--- src/rtl/hpfa_pkg.sv ---
`timescale 1ns / 1ps
package hpfa_pkg;

    localparam int PARTICLE_COUNT = 1024;
    localparam int IDX_W = 10;
    localparam int ACC_W = 40;
    localparam int CFG_IDX_W = 2;
    localparam int CFG_DATA_W = 64;

    localparam logic [CFG_IDX_W-1:0] CFG_FORCE_OFFSET = 2'd0;
    localparam logic [CFG_IDX_W-1:0] CFG_FORCE_SLOPE = 2'd1;
    localparam logic [CFG_IDX_W-1:0] CFG_CUTOFF_SQUARED = 2'd2;

    localparam logic signed [ACC_W-1:0] MAX40 = {1'b0, {(ACC_W-1){1'b1}}};
    localparam logic signed [ACC_W-1:0] MIN40 = {1'b1, {(ACC_W-1){1'b0}}};

    typedef struct packed {
        logic                    mode;
        logic signed [31:0]      delta_x;
        logic signed [31:0]      delta_y;
        logic [IDX_W-1:0]        first_index;
        logic [IDX_W-1:0]        second_index;
    } hpfa_in_t;

    typedef struct packed {
        logic signed [ACC_W-1:0] value_x;
        logic signed [ACC_W-1:0] value_y;
        logic                    interacted;
        logic                    zero_distance;
        logic                    saturated;
    } hpfa_out_t;

    typedef enum logic [4:0] {
        ST_IDLE, ST_SQX, ST_SQY, ST_CMP, ST_SQRT, ST_MAG, ST_MAGC,
        ST_DIVX, ST_DIVY, ST_MULX, ST_MULY,
        ST_RDJ, ST_WRJ, ST_RDK, ST_WRK, ST_RDR, ST_WRR, ST_OUT
    } hpfa_state_t;

    // Saturating sum of a 40-bit entry and a 41-bit force into 40 bits.
    // The force may be +2^39, so it keeps one extra bit.
    function automatic logic [ACC_W:0] sat_add(input logic signed [ACC_W-1:0] a,
                                                input logic signed [ACC_W:0] b);
        logic signed [ACC_W:0] s;
        logic [ACC_W:0] r;
        begin
            s = {a[ACC_W-1], a} + b;
            if (s[ACC_W] != s[ACC_W-1]) begin
                r = {1'b1, s[ACC_W] ? MIN40 : MAX40};
            end else begin
                r = {1'b0, s[ACC_W-1:0]};
            end
            sat_add = r;
        end
    endfunction

endpackage

--- src/rtl/hpfa_divider.sv ---
`timescale 1ns / 1ps
module hpfa_divider
    import hpfa_pkg::*;
(
    input  logic        aclk,
    input  logic        aresetn,
    input  logic        start,
    input  logic [47:0] dividend,
    input  logic [31:0] divisor,
    output logic        done,
    output logic [47:0] quotient
);
    // Restoring division, one quotient bit per cycle.
    logic [47:0] q_reg, q_next;
    logic [32:0] r_reg, r_next;
    logic [5:0]  cnt_reg, cnt_next;
    logic        busy_reg, busy_next;
    logic [32:0] trial;
    logic        fits;
    logic [47:0] q_step;

    always_comb begin
        q_next = q_reg;
        r_next = r_reg;
        cnt_next = cnt_reg;
        busy_next = busy_reg;
        trial = {r_reg[31:0], q_reg[47]};
        fits = (trial >= {1'b0, divisor});
        q_step = {q_reg[46:0], fits};
        if (start) begin
            q_next = dividend;
            r_next = '0;
            cnt_next = 6'd48;
            busy_next = 1'b1;
        end else if (busy_reg) begin
            if (fits) begin
                r_next = trial - {1'b0, divisor};
            end else begin
                r_next = trial;
            end
            q_next = q_step;
            cnt_next = cnt_reg - 6'd1;
            if (cnt_reg == 6'd1) begin
                busy_next = 1'b0;
            end
        end
    end

    always_ff @(posedge aclk) begin
        if (!aresetn) begin
            busy_reg <= 1'b0;
            cnt_reg <= '0;
        end else begin
            busy_reg <= busy_next;
            cnt_reg <= cnt_next;
        end
        q_reg <= q_next;
        r_reg <= r_next;
    end

    // The final quotient does not depend on a start in the same cycle.
    assign done = busy_reg && (cnt_reg == 6'd1);
    assign quotient = q_step;
endmodule

--- config.mk ---
export PLATFORM = sky130hd
export DESIGN_NAME = hpfa_divider
export DESIGN_NICKNAME = d
export VERILOG_FILES = /design/src/rtl/hpfa_pkg.sv /design/src/rtl/hpfa_divider.sv
export SDC_FILE = /design/constraint.sdc
export NUM_CORES = 1
export LEC_CHECK = 0
export ABC_AREA = 0
export CAP_MARGIN = 20
export CORE_ASPECT_RATIO = 0.7
export CORE_MARGIN = 4
export CORE_UTILIZATION = 58
export CTS_BUF_LIST = sky130_fd_sc_hd__clkbuf_8
export DETAILED_ROUTE_END_ITERATION = 8
export DONT_BUFFER_PORTS = 1
export GPL_TIMING_DRIVEN = 1
export PLACE_DENSITY = 0.74
export RECOVER_POWER = 25
export SKIP_CTS_REPAIR_TIMING = 1
export SYNTH_ARGS = -nofsm -noshare
export SYNTH_HDL_FRONTEND = slang
export SYNTH_SLANG_ARGS = --single-unit
--- constraint.sdc ---
create_clock -name aclk -period 3.2 [get_ports aclk]
set_clock_uncertainty 0.05 [all_clocks]
set_input_delay 0.32 -clock aclk [delete_from_list [all_inputs] [get_ports aclk]]
set_output_delay 0.32 -clock aclk [all_outputs]
set_load 0.005 [all_outputs]
==> metrics.cfg <==
[detailed_routing]
wl_per_cell_um=19.0
vias=4416
drcViolationCount=0
first_pass_iters=5
vias_per_cell=6.18
drt_first_iter_violations=397
ant_nets=0
wl_mm=13.6

[global_routing]
grt_usage_pct=22.5
top_usage_layer=met1
grt_util_met2_pct=32.8
antenna_found_initial=0
grt_max_degree=76
use_met1_pct=32.9
first_global_vias=4300
grt-ovfl-total=0
grt.met3_usage_pct=5.99
grt_pass1_wl_mm=21.8

[cells_and_area]
multi_input_area_mm2=0.00314
finish.utilization_pct=60.2
antenna_cells=0
largest_register_ffs=48
area_growth_syn_to_layout_pct=-0.977
nFillCells=873
final_area_mm2=0.00596
final_nets=699
ff_latch_area_mm2=0.00222
drive_gt1_share_pct=15.2

[yosys]
syn-num-nets=757
ys_seq_area_share_pct=36.9
syn_area_mm2=0.00602
synthFlopType=edfxtp_1
synth.distinct_cells=64
ys_seq_elements=87
synthArstFlopShare_pct=0
synth_edf_count=48
ys_warn_count=0
syn-mean-instance-area_um2=9.42
postSynthCellCount=639

[worst_hold_path]
hp-start=aresetn
holdCritPathClass=input port to flop
hold-path-endpoint=busy_reg
hold_depth=1

[outcome]
status=finished, final reports clean

[setup_path]
crit_buf_inv=1
worst-path-max-fanout=6
cp_slowest_cell=fa_1
r2r_start=q_reg[47]
r2r-end=r_reg[24]
cp.arrival_ps=3270
worst_setup_path_end_kind=flop
worstPathCellList=inv_1, ha_1, fa_1, nand2b_1, a21oi_2, a211oi_4, o31a_1, a21oi_1, nor3_1, or3b_1, a311oi_2
r2r_setup_slack_ps=170
cp.required_ps=3440
startpoint_type=flop
slowest_delay_ps=430
path_class=flop to flop
critPathTopFamily=compound AO/OA/AOI/OAI gates
reg2regPathDepth=11

[power_and_ir_drop]
leakage_nw=2.38
pwr-share-comb_pct=23.4
power_switching_w=0.000884
p_int_w=0.00194
sw_frac_of_total_pct=31.3
p_per_area_mw_per_mm2=474
p_seq_share_pct=48.9
vdd_drop_max_mv=0.274
clockPowerShare_pct=27.7

[clocking]
cts.sinks=87
cts_tree=built
tritoncts.num_buffers=9
clk_latency_ps=370
cts_root_buf=clkbuf_8
path_clk_slew_ps=100
h-tree-depth=3
clk_path_buf_depth=2

[job]
max_cap_violations=0

[floorplan]
rows=30
fp.dieW_um=130
initial_core_util_pct=60.8
fp.dieArea_mm2=0.0121
core_mm2=0.00991
ios=132
die_y_um=93.2

[sta]
slew_headroom_pct=34.4
finalHoldViolations=0
tightest_slew_ps=983
period_minus_slack_ps=3030
period_share_pct=94.7
max_freq_ghz=0.330
slew_violations=0
finalSetupViolCount=0

[placement]
place_hpwl_mm=10.2
gp_congestion=0.920
placed_area_mm2=0.00573
port_buffers=0

[cells in the mapped netlist, drive strengths merged, types with 3 or more instances]
cell    number  area [um2]
mux2i        5        50.1
a211oi      16         130
a21boi       3        22.5
a311oi      10         113
nor4         8        56.3
a32oi        3        26.3
a21oi       45         225
and3         6        37.5
o211ai       7        52.6
a31oi        5        31.3
dfxtp       39         781
mux2        49         552
o31a         4        35.0
xor2         9        78.8
o21ai       26         130
edfxtp      48        1440
ha          34         425
nor2b        4        25.0
nor2        50         188
o21bai       3        22.5
nand3        9        50.1
a21o        14         105
buf         62         454
xnor2       18         158
nor3         9        50.1
clkbuf      15        60.1
inv         44         165
nand2b       6        37.5
o21a         3        22.5
nand2       49         184
nand4       10        62.6
[worst max path at each step]
| stage | start | to | slack [ps] | cells past startpoint |
|---|---|---|---|---|
| floorplan | divisor[10] | q_reg[0] | 540 | 10 |
| global placement | q_reg[47] | r_reg[24] | 230 | 11 |
| detailed placement | q_reg[47] | r_reg[30] | 180 | 11 |
| CTS | q_reg[47] | r_reg[30] | 140 | 11 |
| global route | q_reg[47] | r_reg[24] | -20 | 11 |
| finish | q_reg[47] | r_reg[24] | 170 | 11 |
[layer usage]
| metal | up-vias | share of wire [%] |
|---|---|---|
| met1 | 2046 | 46 |
| li1 | 2152 | - |
| met2 | 197 | 43 |
| met5 | - | 0 |
| met4 | 0 | 1.3 |
| met3 | 21 | 9.1 |
[cell usage in the layout (no fill, tap or decap), types with 5 or more instances in the layout]
cell	count
edfxtp_1	48
dfxtp_1	38
inv_1	43
mux2_2	49
mux2i_1	5
nand4_1	10
a211oi_1	13
and3_1	6
a21o_1	14
nor3_1	8
nand2_1	49
nor2_1	50
xnor2_1	18
a21oi_1	44
o21ai_1	5
nand2b_1	6
a31oi_1	5
ha_1	34
o21ai_0	21
a311oi_1	6
o211ai_1	7
nor4_1	7
buf_4	7
clkbuf_8	9
nand3_1	8
xor2_1	9
[power by group through the flow]
| stage | combinational (W) | clock (W) | sequential [W] |
|---|---|---|---|
| 4_1_cts | 0.000642 | 0.000801 | 0.00139 |
| 5_1_grt | 0.000740 | 0.000857 | 0.00140 |
| 3_3_place_gp | 0.000627 | 0 | 0.00141 |
| 2_1_floorplan | 0.000634 | 0 | 0.00137 |
| 6_report | 0.000662 | 0.000784 | 0.00138 |
| 3_5_place_dp | 0.000637 | 0 | 0.00141 |
[per-stage QoR]
stage / total power [W] / hold slack [ps] / instances / setup WS (ps) / setup TNS (ps)
finish: 0.00283 / 32.7 / 714 / 168 / 0
floorplan: 0.00200 / 388 / 639 / 540 / 0
CTS: 0.00283 / -52.0 / 713 / 145 / 0
global placement: 0.00203 / 352 / 697 / 231 / 0
detailed placement: 0.00205 / 351 / 697 / 183 / 0
global route: 0.00299 / 9.85 / 714 / -18.2 / -18.2
[final cells by class]
class,count,area share [%]
multi-input combinational,430,52.7
clock buffer,9,2.08
clock inverter,7,1.24
inverter,45,2.83
timing repair buffer,8,1.22
sequential,87,37.3
tap,128,2.69
[cell families (layout without fill, tap and decap cells)]
| kind of cell | after synthesis | in the layout | synth area share [%] |
|---|---|---|---|
| flops | 87 | 87 | 36.9 |
| compound gates | 155 | 155 | 17.9 |
| fa+ha+maj | 35 | 35 | 7.40 |
| buf+inv | 122 | 69 | 11.3 |
| simple gates | 159 | 159 | 12.5 |
| mux | 54 | 54 | 10.0 |
| xor+xnor | 27 | 27 | 3.93 |
Power figures use the tool's default switching activity.
