$ cat config.mk
export PLATFORM = sky130hd
export DESIGN_NAME = hpfa_sqrt
export DESIGN_NICKNAME = d
export VERILOG_FILES = /design/src/rtl/hpfa_pkg.sv /design/src/rtl/hpfa_sqrt.sv
export SDC_FILE = /design/constraint.sdc
export NUM_CORES = 1
export LEC_CHECK = 0
export BUFFER_PORTS_ARGS = -buffer_cell sky130_fd_sc_hd__buf_2
export CAP_MARGIN = 20
export CORE_MARGIN = 2
export CORE_UTILIZATION = 60
export CTS_CLUSTER_SIZE = 8
export DETAILED_ROUTE_END_ITERATION = 16
export PLACE_DENSITY_LB_ADDON = 0.25
export SETUP_SLACK_MARGIN = 0.3
export SYNTH_ARGS = -nofsm -noshare
export SYNTH_HDL_FRONTEND = slang
export SYNTH_SLANG_ARGS = --single-unit
$ cat constraint.sdc
create_clock -name aclk -period 9.63 [get_ports aclk]
set_input_delay 1.926 -clock aclk [delete_from_list [all_inputs] [get_ports aclk]]
set_output_delay 1.926 -clock aclk [all_outputs]
set_load 0.05 [all_outputs]
$ cat src/rtl/hpfa_pkg.sv
`timescale 1ns / 1ps
package hpfa_pkg;

    localparam int PARTICLE_COUNT = 1024;
    localparam int IDX_W = 10;
    localparam int ACC_W = 40;
    localparam int CFG_IDX_W = 2;
    localparam int CFG_DATA_W = 64;

    localparam logic [CFG_IDX_W-1:0] CFG_FORCE_OFFSET = 2'd0;
    localparam logic [CFG_IDX_W-1:0] CFG_FORCE_SLOPE = 2'd1;
    localparam logic [CFG_IDX_W-1:0] CFG_CUTOFF_SQUARED = 2'd2;

    localparam logic signed [ACC_W-1:0] MAX40 = {1'b0, {(ACC_W-1){1'b1}}};
    localparam logic signed [ACC_W-1:0] MIN40 = {1'b1, {(ACC_W-1){1'b0}}};

    typedef struct packed {
        logic                    mode;
        logic signed [31:0]      delta_x;
        logic signed [31:0]      delta_y;
        logic [IDX_W-1:0]        first_index;
        logic [IDX_W-1:0]        second_index;
    } hpfa_in_t;

    typedef struct packed {
        logic signed [ACC_W-1:0] value_x;
        logic signed [ACC_W-1:0] value_y;
        logic                    interacted;
        logic                    zero_distance;
        logic                    saturated;
    } hpfa_out_t;

    typedef enum logic [4:0] {
        ST_IDLE, ST_SQX, ST_SQY, ST_CMP, ST_SQRT, ST_MAG, ST_MAGC,
        ST_DIVX, ST_DIVY, ST_MULX, ST_MULY,
        ST_RDJ, ST_WRJ, ST_RDK, ST_WRK, ST_RDR, ST_WRR, ST_OUT
    } hpfa_state_t;

    // Saturating sum of a 40-bit entry and a 41-bit force into 40 bits.
    // The force may be +2^39, so it keeps one extra bit.
    function automatic logic [ACC_W:0] sat_add(input logic signed [ACC_W-1:0] a,
                                                input logic signed [ACC_W:0] b);
        logic signed [ACC_W:0] s;
        logic [ACC_W:0] r;
        begin
            s = {a[ACC_W-1], a} + b;
            if (s[ACC_W] != s[ACC_W-1]) begin
                r = {1'b1, s[ACC_W] ? MIN40 : MAX40};
            end else begin
                r = {1'b0, s[ACC_W-1:0]};
            end
            sat_add = r;
        end
    endfunction

endpackage

$ cat src/rtl/hpfa_sqrt.sv
`timescale 1ns / 1ps
module hpfa_sqrt
    import hpfa_pkg::*;
(
    input  logic        aclk,
    input  logic        aresetn,
    input  logic        start,
    input  logic [63:0] radicand,
    output logic        done,
    output logic [31:0] root
);
    // Two radicand bits per cycle.
    logic [63:0] n_reg, n_next;
    logic [33:0] rem_reg, rem_next;
    logic [31:0] root_reg, root_next;
    logic [5:0]  cnt_reg, cnt_next;
    logic        busy_reg, busy_next;
    logic [33:0] trial, test;

    always_comb begin
        n_next = n_reg;
        rem_next = rem_reg;
        root_next = root_reg;
        cnt_next = cnt_reg;
        busy_next = busy_reg;
        trial = {rem_reg[31:0], n_reg[63:62]};
        test = {root_reg, 2'b01};
        if (start) begin
            n_next = radicand;
            rem_next = '0;
            root_next = '0;
            cnt_next = 6'd32;
            busy_next = 1'b1;
        end else if (busy_reg) begin
            n_next = {n_reg[61:0], 2'b00};
            if (trial >= test) begin
                rem_next = trial - test;
                root_next = {root_reg[30:0], 1'b1};
            end else begin
                rem_next = trial;
                root_next = {root_reg[30:0], 1'b0};
            end
            cnt_next = cnt_reg - 6'd1;
            if (cnt_reg == 6'd1) begin
                busy_next = 1'b0;
            end
        end
    end

    always_ff @(posedge aclk) begin
        if (!aresetn) begin
            busy_reg <= 1'b0;
            cnt_reg <= '0;
        end else begin
            busy_reg <= busy_next;
            cnt_reg <= cnt_next;
        end
        n_reg <= n_next;
        rem_reg <= rem_next;
        root_reg <= root_next;
    end

    assign done = busy_reg && (cnt_reg == 6'd1);
    assign root = root_next;
endmodule

==> results.sh <==
export IMPL_firstDrtPassIters=5
export IMPL_clock_sink_count=135
export IMPL_vias_per_cell=5.87
export IMPL_tightestPinTransition_ns=1.08
export IMPL_slew_headroom_pct=27.9
export IMPL_largest_register_ffs=64
export IMPL_worstSetupPathType="reg2out"
export IMPL_layout_cells_most_common_list="98 x buf_2, 81 x nor2_1, 73 x nand2_1"
export IMPL_grt_setup_unrepaired="no"
export IMPL_groute_usage_overall_pct=27.3
export IMPL_syn_instance_count=745
export IMPL_fin_worst_hold_slack_ns=0.497
export IMPL_cts_resized=0
export IMPL_timing_hold_worst_class="reg2reg"
export IMPL_design_die_area_mm2=0.0132
export IMPL_insertion_delay_ns=0.43
export IMPL_routabilityCongestion=0.960
export IMPL_setup_viol=0
export IMPL_antenna_found_initial=0
export IMPL_outcome="completed"
export IMPL_cts_root_buf="clkbuf_16"
export IMPL_io_pin_count=100
export IMPL_n_fill_cell=895
export IMPL_finalCriticalPeriod_ns=5.68
export IMPL_drive_above_1_share_pct=24.7
export IMPL_antenna_diode_count=0
export IMPL_ctsLongestPathBuffers=2
export IMPL_detail_route_iter0_violations=410
export IMPL_final_antenna_net_count=0
export IMPL_remaining_drc_errors=0
export IMPL_layout_nets=936
export IMPL_timing_critical_path_arrival_ns=3.75
export IMPL_number_of_enable_flip_flop_cells_after_synthesis=64
export IMPL_post_route_period_util_pct=58.9
export IMPL_overflow=0
export IMPL_synth_main_ff_cell="dfxtp_1"
export IMPL_largest_net_degree_at_the_start_of_global_routing=78
export IMPL_power_leakage_nw=3.60
export IMPL_final_common_cell="buf_2"
export IMPL_postCtsSetupRepairBufs=0
export IMPL_slew_violations=0
export IMPL_die_height_um=115
export IMPL_synth_top_cells_by_area="edfxtp_1 26%, dfxtp_1 19%, mux2_2 9.6%, ha_1 6.1%, mux2i_1 4.9%"
export IMPL_fin_tns_setup_ns=0
export IMPL_postRouteWirelength_mm=17.2
export IMPL_clkTransAtPathRegs_ns=0.06
export IMPL_pwr_density_cell_mw_per_mm2=313
export IMPL_postSynthAreaPerCell_um2=9.90
export IMPL_std_cell_rows=40
export IMPL_ys_seq_elements=135
export IMPL_cts_htree_levels=4
export IMPL_yosysWarnings=0
export IMPL_tritoncts="yes"
export IMPL_postSynthNetCount=848
export IMPL_wl_per_cell_um=17.3
export IMPL_dp_hpwl_mm=11.5
export IMPL_finalHoldViolations=0
export IMPL_core_area_mm2=0.0120
export IMPL_detailroute_via_count=5824
export IMPL_start_util_pct=61.4
export IMPL_path_max_fanout=7
export IMPL_worst_setup_path_end_kind="output pin"
export IMPL_vdd_drop_max_uv=241
export IMPL_synth_largest_area_cell="edfxtp_1"
export IMPL_synth_top_cell_area_share_pct=26.1
export IMPL_synthesis_area_mm2=0.00737
export IMPL_cts_buffers=17
export IMPL_yosys_cell_types_count=55
export IMPL_area_delta_synth_final_pct=16.6
export IMPL_first_global_vias=5879
export IMPL_timing_clock_skew_ns=0.0127
export IMPL_fmax_mhz=176
export IMPL_die_w_um=115
export IMPL_share_of_flip_flops_with_an_asynchronous_set_or_reset_after_synthesis_pct=0
export IMPL_synth_yosys_seq_area_share_pct=45.3
export IMPL_grt_pass1_wl_mm=28.2
export IMPL_critPathLaunchType="register"
export IMPL_max_cap_viol=0
export IMPL_cts_hold_fix_buffers=0
export IMPL_place_port_buffers=99
export IMPL_data_required_time_of_the_worst_path_ns=7.70
-- final timing paths --
kind | start | end | slack (ns) | depth (start not counted)
min reg2reg | cnt_reg[1]$_SDFFE_PP0P_ | cnt_reg[1]$_SDFFE_PP0P_ | 0.50 | 2
max | root_reg[5]$_DFF_P_ | root[0] | 3.95 | 10
min | cnt_reg[1]$_SDFFE_PP0P_ | cnt_reg[1]$_SDFFE_PP0P_ | 0.50 | 2
max reg2reg | root_reg[16]$_DFF_P_ | rem_reg[31]$_SDFFE_PP0P_ | 5.69 | 10
-- per-layer routing --
layer | GRT usage [%] | wire, um | vias to the layer above
li1 | - | - | 2872
met1 | 32.4 | 7250 | 2764
met2 | 46.7 | 8750 | 162
met3 | 7.54 | 860 | 26
met4 | 11.6 | 294 | 0
met5 | 0 | 0 | -
-- Yosys cell counts (2+ instances only) --
library cell	number
a211oi_1	7
a21boi_0	3
a21o_1	11
a21oi_1	38
a221oi_1	2
a311oi_1	18
a31oi_1	5
a32oi_1	5
and2_1	3
and3_1	5
buf_1	3
buf_2	5
clkbuf_1	26
dfxtp_1	71
edfxtp_1	64
ha_1	36
inv_1	45
mux2_2	63
mux2i_1	36
nand2_1	73
nand2b_1	7
nand3_1	10
nand4_1	6
nor2_1	82
nor2b_1	5
nor3_1	8
nor4_1	5
o211ai_1	5
o21a_1	7
o21ai_0	32
o21bai_1	2
o22ai_1	2
o31a_1	2
o31ai_1	2
or3_1	6
xnor2_1	20
xor2_1	7
-- kinds of logic after synthesis --
kind of cell,share of synthesized area (%)
compound gates,13.2
xor+xnor,3.21
fa+ha+maj,6.11
buf+inv,4.28
flops,45.3
mux,14.5
simple gates,13.4
-- cell type report --
cell class                 instances  area (um2)  area share [%]
tap                              147         184            2.14
clock buffer                      17         425            4.95
timing repair buffer             105         543            6.31
sequential                       135        3350            38.9
inverter                          45         169            1.96
multi-input combinational        529        3720            43.2
clock inverter                    15         215            2.50
-- per-stage QoR --
stage | util (%) | power, mW | cell area [um2] | worst slack [ns] | std cells
5_1_grt | 71.6 | 2.86 | 8600 | 3.83 | 993
3_5_place_dp | 66.3 | 1.96 | 7960 | 4.35 | 961
3_3_place_gp | 66.3 | 1.94 | 7960 | 4.44 | 961
6_report | 71.6 | 2.69 | 8600 | 3.95 | 993
2_1_floorplan | - | 1.69 | 7370 | 3.82 | 745
4_1_cts | 71.6 | 2.70 | 8600 | 4.00 | 993
-- critical path, cell delays in order, from the launching register on --
cell and delay (ns):
dfxtp_1 0.35, inv_1 0.06, ha_1 0.34, a21oi_1 0.28
o21ai_0 0.16, a221oi_1 0.57, a31oi_1 0.31, a311oi_2 0.68
or2_1 0.24, a211oi_1 0.09, buf_2 0.24
-- report_power, final --
part / switching, mW / internal (mW) / leakage [nW]
Clock: 0.267 / 0.440 / 0.311
Combinational: 0.769 / 0.486 / 2.06
Sequential: 0.0466 / 0.680 / 1.22
Total: 1.08 / 1.61 / 3.60
No activity file was read; power rests on OpenSTA's default activity.
